==> src/hdl/cidr_alm_pkg.sv <==
// ----------------------------------------------------------------------------
// CIDR allow-list match package
// Shared types, codes and the prefix mask helper for the allow-list engine.
// ----------------------------------------------------------------------------
package cidr_alm_pkg;

	localparam int unsigned ADDR_W      = 128;
	localparam int unsigned PLEN_W      = 8;
	localparam int unsigned CNT_OUT_W   = 6;
	localparam int unsigned QUEUE_DEPTH = 2;

	localparam logic [PLEN_W-1:0] MAX_PLEN_V4 = 8'd32;
	localparam logic [PLEN_W-1:0] MAX_PLEN_V6 = 8'd128;

	localparam logic [ADDR_W-1:0] V4_ADDR_MASK = {32'hFFFF_FFFF, 96'h0};

	typedef enum logic {
		OP_LOOKUP = 1'b0,
		OP_INSERT = 1'b1
	} op_t;

	typedef enum logic [1:0] {
		STATUS_OK          = 2'd0,
		STATUS_PREFIX_LONG = 2'd1,
		STATUS_FULL        = 2'd2
	} status_t;

	typedef enum logic [1:0] {
		ST_IDLE,
		ST_EXEC,
		ST_SWEEP,
		ST_RESP
	} back_state_t;

	typedef struct packed {
		op_t               op;
		logic              is_ipv6;
		logic [ADDR_W-1:0] addr;
		logic [PLEN_W-1:0] plen;
		logic              too_long;
	} item_t;

	typedef struct packed {
		logic              is_ipv6;
		logic [ADDR_W-1:0] net;
		logic [PLEN_W-1:0] plen;
	} rule_t;

	// Ones in the top plen bits; a length of 128 or more gives all ones.
	function automatic logic [ADDR_W-1:0] prefix_mask(input logic [PLEN_W-1:0] plen);
		return ~({ADDR_W{1'b1}} >> plen);
	endfunction

endpackage

==> src/hdl/cidr_alm_ifs.sv <==
// ----------------------------------------------------------------------------
// CIDR allow-list match channel interfaces
// Request and response channels with valid/ready handshakes.
// ----------------------------------------------------------------------------
interface cidr_alm_in_if;
	logic        valid;
	logic        ready;
	logic        operation;
	logic        is_ipv6;
	logic [63:0] addr_high;
	logic [63:0] addr_low;
	logic [7:0]  prefix_len;

	modport source (output valid, operation, is_ipv6, addr_high, addr_low, prefix_len,
		input ready);
	modport sink (input valid, operation, is_ipv6, addr_high, addr_low, prefix_len,
		output ready);
endinterface


==> src/hdl/cidr_alm_front.sv <==
// ----------------------------------------------------------------------------
// CIDR allow-list front end
// Accepts request beats, clears unused IPv4 bits, checks the prefix length
// and masks insert addresses to their prefix before queueing.
// ----------------------------------------------------------------------------
module cidr_alm_front (
	input  logic                clk,
	input  logic                arst_n,
	cidr_alm_in_if.sink         req,
	output cidr_alm_pkg::item_t push_item,
	output logic                push_valid,
	input  logic                push_ready
);

	logic                                    valid_s1;
	cidr_alm_pkg::item_t                     item_s1;
	cidr_alm_pkg::item_t                     item_d;
	logic [cidr_alm_pkg::ADDR_W-1:0]         addr_in;
	logic [cidr_alm_pkg::PLEN_W-1:0]         plen_max;
	logic                                    take;

	assign req.ready = !valid_s1 || push_ready;
	assign take      = req.valid && req.ready;

	always_comb begin
		addr_in = {req.addr_high, req.addr_low};
		if (!req.is_ipv6) begin
			addr_in = addr_in & cidr_alm_pkg::V4_ADDR_MASK;
		end
		plen_max = req.is_ipv6 ? cidr_alm_pkg::MAX_PLEN_V6 : cidr_alm_pkg::MAX_PLEN_V4;

		item_d.op       = cidr_alm_pkg::op_t'(req.operation);
		item_d.is_ipv6  = req.is_ipv6;
		item_d.plen     = req.prefix_len;
		item_d.too_long = req.prefix_len > plen_max;
		item_d.addr     = addr_in;
		if (item_d.op == cidr_alm_pkg::OP_INSERT) begin
			item_d.addr = addr_in & cidr_alm_pkg::prefix_mask(req.prefix_len);
		end
	end

	always_ff @(posedge clk or negedge arst_n) begin
		if (!arst_n) begin
			valid_s1 <= 1'b0;
		end else if (req.ready) begin
			valid_s1 <= req.valid;
		end
	end

	always_ff @(posedge clk) begin
		if (take) begin
			item_s1 <= item_d;
		end
	end

	assign push_valid = valid_s1;
	assign push_item  = item_s1;

endmodule

==> src/flat_wrapper.sv <==
// flat-port wrapper written by rule: the top's interface ports become plain ports
module cidr_alm_front_flat 
  (clk, arst_n, push_item, push_valid, push_ready, req_valid, req_operation, req_is_ipv6, req_addr_high, req_addr_low, req_prefix_len, req_ready);
  cidr_alm_in_if req_i ();
  input  logic clk;
  input  logic arst_n;
  output cidr_alm_pkg::item_t push_item;
  output logic push_valid;
  input  logic push_ready;
  input wire logic [$bits(req_i.valid)-1:0] req_valid;
  input wire logic [$bits(req_i.operation)-1:0] req_operation;
  input wire logic [$bits(req_i.is_ipv6)-1:0] req_is_ipv6;
  input wire logic [$bits(req_i.addr_high)-1:0] req_addr_high;
  input wire logic [$bits(req_i.addr_low)-1:0] req_addr_low;
  input wire logic [$bits(req_i.prefix_len)-1:0] req_prefix_len;
  output wire logic [$bits(req_i.ready)-1:0] req_ready;
  assign req_i.valid = req_valid;
  assign req_i.operation = req_operation;
  assign req_i.is_ipv6 = req_is_ipv6;
  assign req_i.addr_high = req_addr_high;
  assign req_i.addr_low = req_addr_low;
  assign req_i.prefix_len = req_prefix_len;
  assign req_ready = req_i.ready;
  cidr_alm_front u_core (.clk(clk), .arst_n(arst_n), .req(req_i), .push_item(push_item), .push_valid(push_valid), .push_ready(push_ready));
endmodule
==> config.mk <==
export PLATFORM = sky130hd
export DESIGN_NAME = cidr_alm_front_flat
export DESIGN_NICKNAME = d
export VERILOG_FILES = /design/src/hdl/cidr_alm_pkg.sv /design/src/hdl/cidr_alm_ifs.sv /design/src/hdl/cidr_alm_front.sv /design/src/flat_wrapper.sv
export SDC_FILE = /design/constraint.sdc
export NUM_CORES = 1
export LEC_CHECK = 0
export BUFFER_PORTS_ARGS = -buffer_cell sky130_fd_sc_hd__buf_2
export CAP_MARGIN = 20
export CELL_PAD_IN_SITES_DETAIL_PLACEMENT = 0
export CELL_PAD_IN_SITES_GLOBAL_PLACEMENT = 1
export CORE_MARGIN = 2
export CORE_UTILIZATION = 36
export CTS_CLUSTER_DIAMETER = 80
export DETAILED_ROUTE_END_ITERATION = 10
export GPL_TIMING_DRIVEN = 1
export HOLD_SLACK_MARGIN = 0.06
export PLACE_DENSITY = 0.82
export RECOVER_POWER = 25
export SLEW_MARGIN = 40
export SYNTH_ARGS = -nofsm -noshare
export SYNTH_HDL_FRONTEND = slang
export SYNTH_SLANG_ARGS = --single-unit
==> constraint.sdc <==
create_clock -name clk -period 9.23 [get_ports clk]
set_input_delay 2.769 -clock clk [delete_from_list [all_inputs] [get_ports clk]]
set_output_delay 2.769 -clock clk [all_outputs]
set_load 0.02 [all_outputs]
==> impl_metrics.json <==
{
  "p_sw_mw": 0.412,
  "cts_root_buffer": "clkbuf_16",
  "synth_top_area_frac": 0.670,
  "gp_congestion": 0.762,
  "power_frac_seq": 0.474,
  "core_area_mm2": 0.0171,
  "combinationalPowerShare": 0.139,
  "cts_sinks": 140,
  "detail-route-antenna-nets": 0,
  "start_util": 0.364,
  "syn_avg_cell_area_um2": 11.9,
  "synth_fp_nets": 669,
  "status": "complete, but fails checks",
  "die-area_mm2": 0.0184,
  "grt.overflow.total": 0,
  "antenna_found_initial": 0,
  "p_sw_frac": 0.258,
  "post-route-period-util": 0.755,
  "violations": "max-capacitance violations, max-slew violations",
  "post-synth-top-area-cell": "edfxtp_1",
  "slew_violations": 255,
  "hold_buffers": 0,
  "clock.fmax_ghz": 0.143,
  "finalSetupTns_ps": 0,
  "design.final.nets": 936,
  "p_leak_nw": 3.46,
  "total_power_mw": 1.59,
  "critPathArrivalTime_ps": 7240,
  "firstDrtPassIters": 4,
  "critPathKind": "in -> reg",
  "synth_seq_cells": 140,
  "io_pins": 283,
  "worstPathMaxFanout": 77,
  "post-cts-setup-buffers": 0,
  "p_clk_frac": 0.387,
  "ys_seq_area_frac": 0.674,
  "tightest_slew_ps": 3460,
  "clkLatencyLatePin_ps": 410,
  "ys.flop_type": "edfxtp_1",
  "fp-row-count": 48,
  "area_growth_syn_to_layout_pct": 33.0,
  "cts_resized": 0,
  "critical-path-slowest-cell": "clkbuf_1",
  "layout_setup_ws_ps": 2260,
  "dieHeight_um": 136,
  "grt_first_pass_wirelength_um": 30800,
  "clk_pin_slew_worst_paths_ps": 60,
  "synth_edf_count": 139,
  "htree_num_levels": 4,
  "first_global_vias": 5281,
  "slowest_delay_ps": 2390,
  "hold_ws_ps": 522,
  "r2r_slack_ps": 4640,
  "crit_chain": "buf_2 > clkbuf_1 > inv_1 > nor2_1 > o311a_1",
  "hold_viol": 0,
  "async_reset_ff_frac": 0.00714,
  "p_int_mw": 1.18,
  "yosys_warnings": 0,
  "skew_ps": 7.03,
  "multiInputGateArea_mm2": 0.00184,
  "ff_latch_area_mm2": 0.00420,
  "synth.distinct_cells": 47,
  "cts_buffer_depth": 2,
  "slew_headroom": -1.30,
  "setup_viol": 0,
  "fillCellCount": 1697,
  "track_usage": 0.225,
  "netlist_instances": 525,
  "critPathCaptureType": "flip-flop",
  "post-place-ws_ps": 3270,
  "vias": 5225,
  "drive_gt1_frac": 0.357,
  "cap_viol_max_count": 7,
  "grt_max_degree": 78,
  "numCtsBuffers": 17,
  "critPathRequiredTime_ps": 9500,
  "dpl.hpwl_um": 14400,
  "n_antenna_cell": 0,
  "ys_top_cells_by_count": "edfxtp_1, nand2_1, a21oi_1",
  "p_per_area_mw_per_mm2": 192,
  "portBuffers": 282,
  "hold_class": "reg -> reg",
  "rsz0062_at_grt": "no",
  "routed_wirelength_um": 21000,
  "start_kind": "input pin",
  "die_w_um": 136,
  "crit_family": "buffers and inverters",
  "peakVddDrop_v": 0.000117,
  "cts_tree": "built",
  "avgRoutedWirePerCell_um": 20.4,
  "drt_iter0_drc": 338,
  "ys_top_cells_by_area": "edfxtp_1, nand2_1, a21oi_1",
  "vias_per_cell": 5.08,
  "yosysMostFrequentCell": "edfxtp_1",
  "cp_num_buf_inv": 3,
  "syn_area_mm2": 0.00623,
  "drc": 0,
  "fin_crit_ps": 6970
}
[final cells by class]
type / count / share of cell area
inverter: 9 / 0.00407
timing repair buffer: 290 / 0.171
multi-input combinational: 334 / 0.222
sequential: 140 / 0.506
clock buffer: 22 / 0.0536
tap: 225 / 0.0340
clock inverter: 9 / 0.00890
[layout by cell type (no fill, tap or decap), types with 9 or more instances in the layout]
cell type	Yosys	layout
nand2_1	90	90
buf_2	17	249
clkbuf_16	0	17
nand3_1	33	33
inv_1	9	9
o21ai_0	25	25
edfxtp_1	139	139
and3_1	25	25
clkbuf_1	22	41
nor2_1	11	10
a21boi_0	24	24
a21oi_1	57	57
[layer usage]
metal  global-route usage  vias to the layer above  routed length [um]
li1                     -                     2476                   -
met1                0.286                     2476                8580
met4               0.0596                        0                 301
met5                    0                        -                   0
met3               0.0778                       24                1930
met2                0.368                      249               10200
[worst reg2reg max path, stage by stage (launching register included)]
cell      delay [ps]
dfrtp_1          370
nand2b_1         100
and2_0          1250
clkbuf_1        1710
buf_6            690
[path summary, 6_finish.rpt]
| check | start | end | cells past startpoint |
|---|---|---|---|
| min in group asynchronous | arst_n | u_core.push_valid | 1 |
| hold reg to reg | u_core.push_valid | u_core.push_valid | 2 |
| setup / recovery | req_is_ipv6 | u_core.push_item[42] | 5 |
| setup reg to reg | u_core.push_valid | u_core.push_item[119] | 4 |
| hold / removal | u_core.push_valid | u_core.push_valid | 2 |
| max in group asynchronous | arst_n | u_core.push_valid | 1 |
[through the flow]
stage               std cells  utilization  cell area (um^2)
floorplan                 525            -              6230
global placement          996        0.456              7800
detailed placement        996        0.457              7820
CTS                      1027        0.487              8330
global route             1029        0.484              8290
finish                   1029        0.484              8290
[registers in the layout (all words and copies together) (netlist names)]
name	count
u_core.push_valid	1
u_core.push_item	139
[cells by family (layout without fill, tap and decap cells)]
kind of cell,count (synthesis),in the layout,share of synthesized area
and+or+nand+nor,195,195,0.153
DFF,140,140,0.674
AOI/OAI and AO/OA,137,137,0.135
buffers and inverters,51,330,0.0349
adders and majority gates,2,2,0.00401
[power by group through the flow]
stage	Sequential [mW]	Clock, mW	Combinational, mW
2_1_floorplan	0.821	0	0.0761
3_3_place_gp	0.767	0	0.220
3_5_place_dp	0.768	0	0.223
4_1_cts	0.755	0.625	0.223
5_1_grt	0.759	0.654	0.240
6_report	0.756	0.618	0.221
(Power assumes the default switching activity.)
