[src/hdl/cidr_alm_pkg.sv]
// ----------------------------------------------------------------------------
// CIDR allow-list match package
// Shared types, codes and the prefix mask helper for the allow-list engine.
// ----------------------------------------------------------------------------
package cidr_alm_pkg;

	localparam int unsigned ADDR_W      = 128;
	localparam int unsigned PLEN_W      = 8;
	localparam int unsigned CNT_OUT_W   = 6;
	localparam int unsigned QUEUE_DEPTH = 2;

	localparam logic [PLEN_W-1:0] MAX_PLEN_V4 = 8'd32;
	localparam logic [PLEN_W-1:0] MAX_PLEN_V6 = 8'd128;

	localparam logic [ADDR_W-1:0] V4_ADDR_MASK = {32'hFFFF_FFFF, 96'h0};

	typedef enum logic {
		OP_LOOKUP = 1'b0,
		OP_INSERT = 1'b1
	} op_t;

	typedef enum logic [1:0] {
		STATUS_OK          = 2'd0,
		STATUS_PREFIX_LONG = 2'd1,
		STATUS_FULL        = 2'd2
	} status_t;

	typedef enum logic [1:0] {
		ST_IDLE,
		ST_EXEC,
		ST_SWEEP,
		ST_RESP
	} back_state_t;

	typedef struct packed {
		op_t               op;
		logic              is_ipv6;
		logic [ADDR_W-1:0] addr;
		logic [PLEN_W-1:0] plen;
		logic              too_long;
	} item_t;

	typedef struct packed {
		logic              is_ipv6;
		logic [ADDR_W-1:0] net;
		logic [PLEN_W-1:0] plen;
	} rule_t;

	// Ones in the top plen bits; a length of 128 or more gives all ones.
	function automatic logic [ADDR_W-1:0] prefix_mask(input logic [PLEN_W-1:0] plen);
		return ~({ADDR_W{1'b1}} >> plen);
	endfunction

endpackage

[src/hdl/cidr_alm_queue.sv]
// ----------------------------------------------------------------------------
// CIDR allow-list item queue
// Short first-in first-out buffer between the front and back ends.
// ----------------------------------------------------------------------------
module cidr_alm_queue (
	input  logic                clk,
	input  logic                arst_n,
	input  cidr_alm_pkg::item_t wr_item,
	input  logic                wr_valid,
	output logic                wr_ready,
	output cidr_alm_pkg::item_t rd_item,
	output logic                rd_valid,
	input  logic                rd_ready
);

	localparam int unsigned DEPTH = cidr_alm_pkg::QUEUE_DEPTH;
	localparam int unsigned PW    = (DEPTH > 1) ? $clog2(DEPTH) : 1;
	localparam int unsigned CW    = $clog2(DEPTH + 1);

	cidr_alm_pkg::item_t mem_q [DEPTH];
	logic [PW-1:0]       wptr_q;
	logic [PW-1:0]       rptr_q;
	logic [CW-1:0]       fill_q;
	logic                push;
	logic                pop;

	assign wr_ready = fill_q != CW'(DEPTH);
	assign rd_valid = fill_q != '0;
	assign rd_item  = mem_q[rptr_q];
	assign push     = wr_valid && wr_ready;
	assign pop      = rd_valid && rd_ready;

	always_ff @(posedge clk or negedge arst_n) begin
		if (!arst_n) begin
			wptr_q <= '0;
			rptr_q <= '0;
			fill_q <= '0;
		end else begin
			if (push) begin
				wptr_q <= (wptr_q == PW'(DEPTH - 1)) ? '0 : wptr_q + PW'(1);
			end
			if (pop) begin
				rptr_q <= (rptr_q == PW'(DEPTH - 1)) ? '0 : rptr_q + PW'(1);
			end
			if (push && !pop) begin
				fill_q <= fill_q + CW'(1);
			end else if (pop && !push) begin
				fill_q <= fill_q - CW'(1);
			end
		end
	end

	always_ff @(posedge clk) begin
		if (push) begin
			mem_q[wptr_q] <= wr_item;
		end
	end

endmodule

[config.mk]
export PLATFORM = sky130hd
export DESIGN_NAME = cidr_alm_queue
export DESIGN_NICKNAME = d
export VERILOG_FILES = /design/src/hdl/cidr_alm_pkg.sv /design/src/hdl/cidr_alm_queue.sv
export SDC_FILE = /design/constraint.sdc
export NUM_CORES = 1
export LEC_CHECK = 0
export BUFFER_PORTS_ARGS = -buffer_cell sky130_fd_sc_hd__buf_2
export CAP_MARGIN = 10
export CELL_PAD_IN_SITES_DETAIL_PLACEMENT = 1
export CELL_PAD_IN_SITES_GLOBAL_PLACEMENT = 2
export CORE_MARGIN = 3
export CORE_UTILIZATION = 40
export CTS_BUF_LIST = sky130_fd_sc_hd__clkbuf_8
export CTS_CLUSTER_SIZE = 12
export DETAILED_ROUTE_END_ITERATION = 10
export GPL_TIMING_DRIVEN = 0
export MAX_ROUTING_LAYER = met4
export PLACE_DENSITY = 0.77
export SETUP_SLACK_MARGIN = 0.15
export SYNTH_ARGS = -nofsm -noshare
export SYNTH_HDL_FRONTEND = slang
export SYNTH_SLANG_ARGS = --single-unit
export TNS_END_PERCENT = 20
[constraint.sdc]
create_clock -name clk -period 8.3 [get_ports clk]
set_input_delay 0 -clock clk [delete_from_list [all_inputs] [get_ports clk]]
set_output_delay 0 -clock clk [all_outputs]
set_load 0.01 [all_outputs]
==> impl_results.md, run 1 <==
- TritonCTS clock tree: built
- Root Buffer: clkbuf_8
- Vias in the first global route: 6,985
- Yosys reg bits: 282
- Routing usage on met2: 0.323
- Initial antenna violation count: 0
- Largest vdd supply drop: 0.179 mV
- Main area contributors after synthesis: edfxtp_1 78%, mux2_4 14%, mux2_2 4.1%, buf_6 1.2%, dfrtp_1 0.94%
- I/O pins: 284
- DIE AREA: 28,600 sq um
- Post-CTS Setup Bufs: 0
- Clock skew: 0.0250 ns
- EDFF count, synth: 278
- GRT overflow: 0
- Tmin final: 2.35 ns
- Placed Area: 12,700 sq um
- CTS Buf Count: 48
- Top post-synthesis cells by count: 278 x edfxtp_1, 100 x mux2_4, 39 x mux2_2
- Critical Path AT: 2.57 ns
- Status: finished clean
- Die X: 169 um
- Global Route met3 Usage: 0.0453
- Worst slew margin: 0.580
- Detailed-route via count: 6,012
- Post-synth top area share: 0.784
- Met1 Usage GRT: 0.193
- Leakage: 5.98 nW
- IO Port Bufs: 283
- Clock Sinks: 282
- Drt first pass iters: 4
- Inst Count DP: 1,076
- Design Area, Final: 14,900 sq um
- Initial Utilization: 0.407
- Critical path class: flip-flop to flip-flop
- Largest fanout on the critical path: 30
- Gr usage total: 0.178
- Top Usage Layer GRT: met2
- FMAX: 426 MHz
- Post-synth top area cell: edfxtp_1
- Critical Path RT: 8.52 ns
- YS warnings: 0
- RSZ-0062 raised after global routing: false
- Fillers: 2,401
- Core area: 26,100 sq um
- CP startpoint kind: flip-flop
- Final setup violation count: 0
- Max cap viols: 0
- Detailed-route wire length: 25,300 um
- Netlist Area Pre-Place: 10,600 sq um
- Worst Max-Slew Pin Slew: 0.628 ns
- Post-DP HPWL: 15,900 um
- Setup TNS: 0 ns
- Nets@finish: 1,078
- Synth cell types: 16
- Max Slew Vio Count: 0
- 1st-iter DRT viols: 224
- R2R setup slack: 5.95 ns
- Power Dens Cells: 322 nW/um^2
- CTS clk-pin slew, worst paths: 0.07 ns
- Deepest clock path buffer count: 3
- Hold Vio Cnt, Final: 0
- Post-DRT Antenna Nets: 0
- Main synth FF type: edfxtp_1
- Synth Net Count: 595
- Hold Crit Class: input port to flip-flop
- Share of cells above drive strength 1: 0.520
- Die height: 169 um
- Critical Path Sink Type: flip-flop
- Count leader, synth: edfxtp_1
- Pin count of the biggest net entering global routing: 67
- RD Place Congestion: 0.721
- Worst-skew pair later-pin latency: 0.54 ns
- Rows: 59
- Routed len/inst: 19.4 um
- H-tree depth: 2
- First-pass GRT wire length: 38,200 um
- Total power after layout: 0.00480 W
- Via density: 4.62
- Synth Area per Inst: 23.6 sq um
- Final std cells w/o fill: 1,301
- Tcrit/Tclk final: 0.283
- Util after Layout: 0.570
- Fraction of registers with async set/reset: 0.0142
- Sequential area share after synthesis: 0.794
- DRC: 0
- Antenna diodes: 0
- Synth-to-Final Area Change: 40.0%
- Cell count after synthesis: 451
[power breakdown]
group / switching, W / internal (W) / total [W]
Clock: 0.000520 / 0.000543 / 0.00106
Combinational: 0.000852 / 0.000854 / 0.00171
Sequential: 0.0000839 / 0.00195 / 0.00203
Total: 0.00146 / 0.00334 / 0.00480
[cells by family (layout without fill, tap and decap cells)]
family | Yosys count | after routing | share of synthesized area
and+or+nand+nor | 7 | 7 | 0.00318
adders and majority gates | 1 | 1 | 0.00118
buffers and inverters | 17 | 532 | 0.0153
muxes | 139 | 139 | 0.182
DFF | 282 | 282 | 0.794
xor gates and xnor gates | 5 | 5 | 0.00412
[flip-flops by register name, indices dropped and copies added, names as in the netlist]
register / flops
fill_q: 2
rptr_q: 1
mem_q: 278
wptr_q: 1
[final cells by class]
cell class	instances	area [sq um]	share of cell area
timing repair buffer	433	3010	0.202
clock buffer	49	674	0.0453
tap	335	419	0.0281
clock inverter	33	138	0.00924
buffer	16	159	0.0107
inverter	1	3.75	0.000252
multi-input combinational	152	2040	0.137
sequential	282	8450	0.567
[metrics by stage]
stage          hold slack (ns)  setup WS [ns]
4_1_cts                  0.123           5.94
2_1_floorplan           -0.296           1.19
6_report                 0.182           5.95
3_5_place_dp            -0.188           5.94
5_1_grt                  0.152           5.82
3_3_place_gp            -0.189          -1.66
[worst paths after layout]
path / startpoint / depth (start not counted) / end
worst max-delay path: fill_q[0]$_DFFE_PN0P_ / 6 / mem_q[0][73]$_DFFE_PP_
worst min-delay path: wr_item[105] / 2 / mem_q[1][105]$_DFFE_PP_
worst max register to register: fill_q[0]$_DFFE_PN0P_ / 6 / mem_q[0][73]$_DFFE_PP_
worst min register to register: fill_q[1]$_DFFE_PN0P_ / 1 / fill_q[1]$_DFFE_PN0P_
max in group asynchronous: arst_n / 3 / fill_q[1]$_DFFE_PN0P_
min in group asynchronous: arst_n / 3 / wptr_q$_DFFE_PN0P_
[placed cells by master (no fill, tap or decap), drive strengths merged]
master,count
xnor2,3
and3,1
nand2b,1
clkinvlp,3
or2,1
xor2,2
clkinv,15
dfrtp,4
mux2,139
dlygate4sd3,143
buf,306
ha,1
inv,16
edfxtp,278
nor2,2
nand2,2
clkbuf,49
[what timing repair did]
item / 4_1_cts / 5_1_grt
hold endpoints to repair: 291 / 0
setup endpoints to repair: 0 / 0
gates resized for setup: 0 / 0
hold buffers: 143 / 0
[metal layers]
layer / wire length [um] / share of wire
met1: 9610 / 0.38
met2: 13700 / 0.54
met3: 1490 / 0.059
met4: 526 / 0.021
met5: 0 / 0
[critical path, cell delays in order (launching register included)]
cell and delay [ns]:
dfrtp_1 0.42, nand2b_1 0.21, nand2_1 0.17, nor2_4 0.53, buf_16 0.25, buf_12 0.21
buf_12 0.23
Power figures use the tool's default switching activity.
==> inputs of run 2 (changes only) <==
--- a/config.mk
+++ b/config.mk
@@ -10,13 +10,13 @@
 export CELL_PAD_IN_SITES_DETAIL_PLACEMENT = 1
 export CELL_PAD_IN_SITES_GLOBAL_PLACEMENT = 2
 export CORE_MARGIN = 3
-export CORE_UTILIZATION = 40
+export CORE_UTILIZATION = 36
 export CTS_BUF_LIST = sky130_fd_sc_hd__clkbuf_8
 export CTS_CLUSTER_SIZE = 12
 export DETAILED_ROUTE_END_ITERATION = 10
 export GPL_TIMING_DRIVEN = 0
 export MAX_ROUTING_LAYER = met4
-export PLACE_DENSITY = 0.77
+export PLACE_DENSITY = 0.73
 export SETUP_SLACK_MARGIN = 0.15
 export SYNTH_ARGS = -nofsm -noshare
 export SYNTH_HDL_FRONTEND = slang
==> constraint.sdc (replaced) <==
create_clock -name clk -period 2 [get_ports clk]
set_input_delay 0 -clock clk [delete_from_list [all_inputs] [get_ports clk]]
set_output_delay 0 -clock clk [all_outputs]
set_load 0.01 [all_outputs]
==> run 2 against run 1 <==
  * Total power grew to 4.4 times the previous value
  * Routed wire length is 3.8% higher
  * Die area is 11% higher
  * Hold slack worse by 0.0011 ns
  * Core utilization is 3.6 points lower
  * Combinational power grew to 4.7 times the previous value
  * First-iteration DRC count is 21% higher
  * Cell count is 4.7% higher
  * Clock skew is 0.0023 ns higher
  * Clock power grew to 4.6 times the previous value
  * Non-clock buffer count is 7 higher
  * Highest routed layer unchanged
==> impl_results.md, run 2 (synthesis results as in run 1) <==
- Crit path to: rd_item[32]
- Gr usage total: 0.160
- H-tree depth: 2
- Critical Path Sink Type: primary output
- Inst Count DP: 1,124
- Worst-skew pair later-pin latency: 0.55 ns
- Die height: 178 um
- CP startpoint kind: flip-flop
- CTS clk-pin slew, worst paths: 0.06 ns
- DR WL met3: 1660 um
- Max Slew Vio Count: 0
- Design Area, Final: 15,400 sq um
- WHS: 0.180 ns
- Via density: 4.47
- Drt first pass iters: 4
- First-pass GRT wire length: 38,100 um
- Initial Utilization: 0.368
- Status: finished clean
- Rows: 62
- R2R depth: 3
- Commonest non-fill, non-tap cell in the layout: edfxtp_1
- Nets@finish: 1,086
- Root Buffer: clkbuf_8
- Max reg flops: 278
- Final std cells w/o fill: 1,362
- TritonCTS clock tree: built
- DRC: 0
- Critical Path RT: 2.00 ns
- Vias in the first global route: 6,958
- Leakage: 6.21 nW
- I/O pins: 284
- Post-DRT Antenna Nets: 0
- Biggest regs: mem_q x278, fill_q x2
- Detailed-route via count: 6,085
- DR top layer: met4
- Placed Area: 12,700 sq um
- R2R setup slack: 0.18 ns
- Crit. Startpoint: rptr_q$_DFFE_PN0P_
- RR Endpoint: mem_q[1][21]$_DFFE_PP_
- Hold Vio Cnt, Final: 0
- Largest vdd supply drop: 0.848 mV
- 1st-iter DRT viols: 272
- Pin count of the biggest net entering global routing: 67
- Clock Sinks: 282
- Antenna diodes: 0
- FF-to-FF Start: fill_q[0]$_DFFE_PN0P_
- FMAX: 538 MHz
- Post-DP HPWL: 16,100 um
- Critical Path AT: 1.86 ns
- Tmin final: 1.86 ns
- Initial antenna violation count: 0
- Setup ws final: 0.142 ns
- Met2 wire len: 13,900 um
- Routed len/inst: 19.3 um
- Largest fanout on the critical path: 7
- Clock skew: 0.0274 ns
- Pre-CTS setup slack: -0.263 ns
- GRT overflow: 0
- Final setup violation count: 0
- Deepest clock path buffer count: 3
- Tcrit/Tclk final: 0.929
- Metal-1 WL: 10,300 um
- Power Dens Cells: 1380 nW/um^2
- Worst Max-Slew Pin Slew: 0.833 ns
- Die X: 178 um
- Most frequent cells in the layout: 278 x edfxtp_1, 263 x buf_2, 143 x dlygate4sd3_1
- Core area: 28,900 sq um
- Critical path class: flip-flop to primary output
- IO Port Bufs: 283
- Biggest register: mem_q
- Max cap viols: 0
- Share of cells above drive strength 1: 0.533
- RSZ-0062 raised after global routing: true
- Worst slew margin: 0.444
- Synth-to-Final Area Change: 45.2%
- CTS Buf Count: 48
- DIE AREA: 31,700 sq um
- RD Place Congestion: 0.726
- Detailed-route wire length: 26,300 um
- Hold Crit Class: input port to flip-flop
- Setup TNS: 0 ns
[run 2: final cells by class]
cell class	count	area, sq um
clock buffer	49	674
buffer	16	262
sequential	282	8450
timing repair buffer	440	3270
tap	384	480
clock inverter	37	240
inverter	1	3.75
fill	2704	13500
multi-input combinational	153	2060
[run 2: layer usage]
metal,global-route usage,vias up
met5,-,-
met4,0.0386,0
met3,0.0462,35
met2,0.282,206
met1,0.178,3057
li1,-,2787
[run 2: how the worst min path moves through the flow]
stage / start / endpoint / slack (ns) / cells after the start
5_1_grt: wr_item[78] / mem_q[0][78]$_DFFE_PP_ / 0.15 / 2
3_3_place_gp: arst_n / wptr_q$_DFFE_PN0P_ / -0.19 / 1
2_1_floorplan: arst_n / fill_q[0]$_DFFE_PN0P_ / -0.30 / 0
6_report: wr_item[68] / mem_q[1][68]$_DFFE_PP_ / 0.18 / 2
3_5_place_dp: arst_n / wptr_q$_DFFE_PN0P_ / -0.19 / 1
4_1_cts: wr_item[86] / mem_q[0][86]$_DFFE_PP_ / 0.13 / 2
[run 2: repair_timing]
action                                  CTS  global route
endpoints found under the setup margin  218           203
pin swaps                                 1             0
resized for setup                         0            55
hold buffers                            143             0
hold endpoints to repair                285             0
buffers inserted                          1             0
cloned                                    1             7
[run 2: critical path, cell delays in order, from the launching register on]
cell and delay [ns]:
dfrtp_1 0.37, buf_6 0.15, clkbuf_16 0.18, clkbuf_16 0.17, mux2_4 0.29, buf_2 0.14
[run 2: metrics by stage]
stage,util,power (W)
after floorplan,-,0.0129
after global placement,0.434,0.0151
after detailed placement,0.439,0.0154
after CTS,0.520,0.0207
after global routing,0.534,0.0224
final,0.534,0.0213
[run 2: power breakdown]
part	switching [W]	leakage (nW)	internal (W)
Sequential	0.000361	2.63	0.00807
Clock	0.00225	0.530	0.00267
Combinational	0.00372	3.05	0.00424
Total	0.00634	6.21	0.0150
==> inputs of run 3 (changes only) <==
--- a/config.mk
+++ b/config.mk
@@ -11,13 +11,13 @@
 export CELL_PAD_IN_SITES_GLOBAL_PLACEMENT = 2
 export CORE_MARGIN = 3
 export CORE_UTILIZATION = 36
-export CTS_BUF_LIST = sky130_fd_sc_hd__clkbuf_8
+export CTS_BUF_LIST = sky130_fd_sc_hd__clkbuf_2 sky130_fd_sc_hd__clkbuf_4 sky130_fd_sc_hd__clkbuf_8
 export CTS_CLUSTER_SIZE = 12
 export DETAILED_ROUTE_END_ITERATION = 10
 export GPL_TIMING_DRIVEN = 0
 export MAX_ROUTING_LAYER = met4
 export PLACE_DENSITY = 0.73
-export SETUP_SLACK_MARGIN = 0.15
+export SETUP_SLACK_MARGIN = 0.1
 export SYNTH_ARGS = -nofsm -noshare
 export SYNTH_HDL_FRONTEND = slang
 export SYNTH_SLANG_ARGS = --single-unit
==> run 3 against run 2 <==
  * Clock-buffer cell count rose by 17
  * Hold slack barely moved
  * Flip-flop and latch count did not move
  * Total power fell by 1.9%
  * Combinational power fell by 9.2%
  * Die area did not move
  * Cell area fell by 1.6%
  * Register-to-register slack improved by 0.02 ns
  * Critical path type unchanged
  * Critical endpoint is now rd_item[52]
  * Largest power group unchanged
==> impl_results.md, run 3 (synthesis results as in run 1) <==
- Status: finished clean
- R2R depth: 3
- Detailed-route wire length: 25,800 um
- Commonest non-fill, non-tap cell in the layout: buf_2
- Worst slew margin: 0.443
- Die height: 178 um
- CTS Buf Count: 48
- Critical Path RT: 2.00 ns
- IO Port Bufs: 283
- H-tree depth: 2
- First-pass GRT wire length: 38,700 um
- CTS clk-pin slew, worst paths: 0.06 ns
- Detailed-route via count: 6,040
- Die X: 178 um
- Largest fanout on the critical path: 10
- Critical Path AT: 1.85 ns
- Hold Vio Cnt, Final: 0
- Biggest register: mem_q
- Core area: 28,900 sq um
- Biggest regs: mem_q x278, fill_q x2
- Deepest clock path buffer count: 3
- Tmin final: 1.85 ns
- Critical Path Sink Type: primary output
- Root Buffer: clkbuf_8
- Drt first pass iters: 4
- GRT overflow: 0
- Hold EP: mem_q[1][4]$_DFFE_PP_
- Post-DP HPWL: 16,100 um
- RR Endpoint: mem_q[1][25]$_DFFE_PP_
- Largest vdd supply drop: 0.925 mV
- Leakage: 6.07 nW
- Vias in the first global route: 7,028
- Tcrit/Tclk final: 0.923
- Nets@finish: 1,079
- Max Slew Vio Count: 0
- Inst Count DP: 1,124
- Max cap viols: 0
- Critical path class: flip-flop to primary output
- Via density: 4.46
- Hold Crit Class: input port to flip-flop
- Total power after layout: 0.0209 W
- DRC: 0
- Gr usage total: 0.162
- Final setup violation count: 0
- DIE AREA: 31,700 sq um
- Share of cells above drive strength 1: 0.547
- 1st-iter DRT viols: 245
- Worst-skew pair later-pin latency: 0.54 ns
- Routed len/inst: 19.0 um
- Post-DRT Antenna Nets: 0
- Clock skew: 0.0211 ns
- Fillers: 2,736
- TritonCTS clock tree: built
- WHS: 0.180 ns
- Final std cells w/o fill: 1,355
- Antenna diodes: 0
- RD Place Congestion: 0.726
- Setup ws final: 0.154 ns
- Power Dens Cells: 1380 nW/um^2
- Hold path start: wr_item[4]
- Synth-to-Final Area Change: 42.8%
- Most frequent cells in the layout: 287 x buf_2, 278 x edfxtp_1, 143 x dlygate4sd3_1
- CP startpoint kind: flip-flop
- RSZ-0062 raised after global routing: true
- I/O pins: 284
- Pre-CTS setup slack: -0.263 ns
- Rows: 62
- Initial Utilization: 0.368
- FMAX: 542 MHz
- Max reg flops: 278
- Initial antenna violation count: 0
- Util after Layout: 0.525
- Worst hold stages: 2
- R2R setup slack: 0.20 ns
- FF-to-FF Start: fill_q[0]$_DFFE_PN0P_
- Clock Sinks: 282
- Pin count of the biggest net entering global routing: 67
- Worst Max-Slew Pin Slew: 0.835 ns
-- run 3: cell types whose count changed in the layout (fill, tap and decap cells not counted), sizes merged --
cell,previous run,this run
inv,18,1
buf,303,306
clkbuf,59,66
-- run 3: critical path: stages, from the launching register on --
cell,delay [ns]
dfrtp_1,0.34
buf_6,0.12
buf_12,0.19
buf_8,0.18
mux2_4,0.31
buf_2,0.14
-- run 3: worst max-delay path by stage --
stage / cells past startpoint / slack (ns) / from / endpoint
6_report: 5 / 0.15 / rptr_q$_DFFE_PN0P_ / rd_item[52]
5_1_grt: 5 / 0.06 / rptr_q$_DFFE_PN0P_ / rd_item[38]
4_1_cts: 5 / 0.08 / rptr_q$_DFFE_PN0P_ / rd_item[75]
3_5_place_dp: 5 / -0.26 / fill_q[0]$_DFFE_PN0P_ / mem_q[0][10]$_DFFE_PP_
3_3_place_gp: 3 / -2.10 / fill_q[0]$_DFFE_PN0P_ / mem_q[0][15]$_DFFE_PP_
2_1_floorplan: 3 / -1.10 / fill_q[0]$_DFFE_PN0P_ / mem_q[0][0]$_DFFE_PP_
-- run 3: layer usage --
metal / part of all wire / global-route usage
met4: 0.019 / 0.0419
met3: 0.065 / 0.0451
met1: 0.39 / 0.180
met2: 0.53 / 0.288
met5: 0 / -
-- run 3: through the flow --
| stage | area (sq um) | setup TNS, ns |
|---|---|---|
| floorplan | 10700 | -255.93 |
| global placement | 12600 | -504.19 |
| detailed placement | 12700 | -13.46 |
| CTS | 15100 | 0 |
| global route | 15200 | 0 |
| finish | 15200 | 0 |
-- run 3: what timing repair did --
action	CTS	global route
endpoints found under the hold margin	285	0
gates resized for setup	0	16
endpoints found under the setup margin	169	108
hold buffers	143	0
pin swaps	1	0
buffers inserted	1	0
cloned	1	0
-- run 3: layout make-up --
class	count	area, sq um	area share
Sequential cell	282	8450	0.556
Timing Repair Buffer	433	2990	0.197
Multi-Input combinational cell	153	2060	0.136
Clock buffer	66	802	0.0528
Tap cell	384	480	0.0316
Buffer	16	226	0.0149
Clock inverter	20	176	0.0116
Inverter	1	3.75	0.000247
-- run 3: where the power goes --
| group | internal [W] | switching, W | total, W |
|---|---|---|---|
| Clock | 0.00299 | 0.00226 | 0.00524 |
| Sequential | 0.00807 | 0.000367 | 0.00844 |
| Combinational | 0.00368 | 0.00355 | 0.00723 |
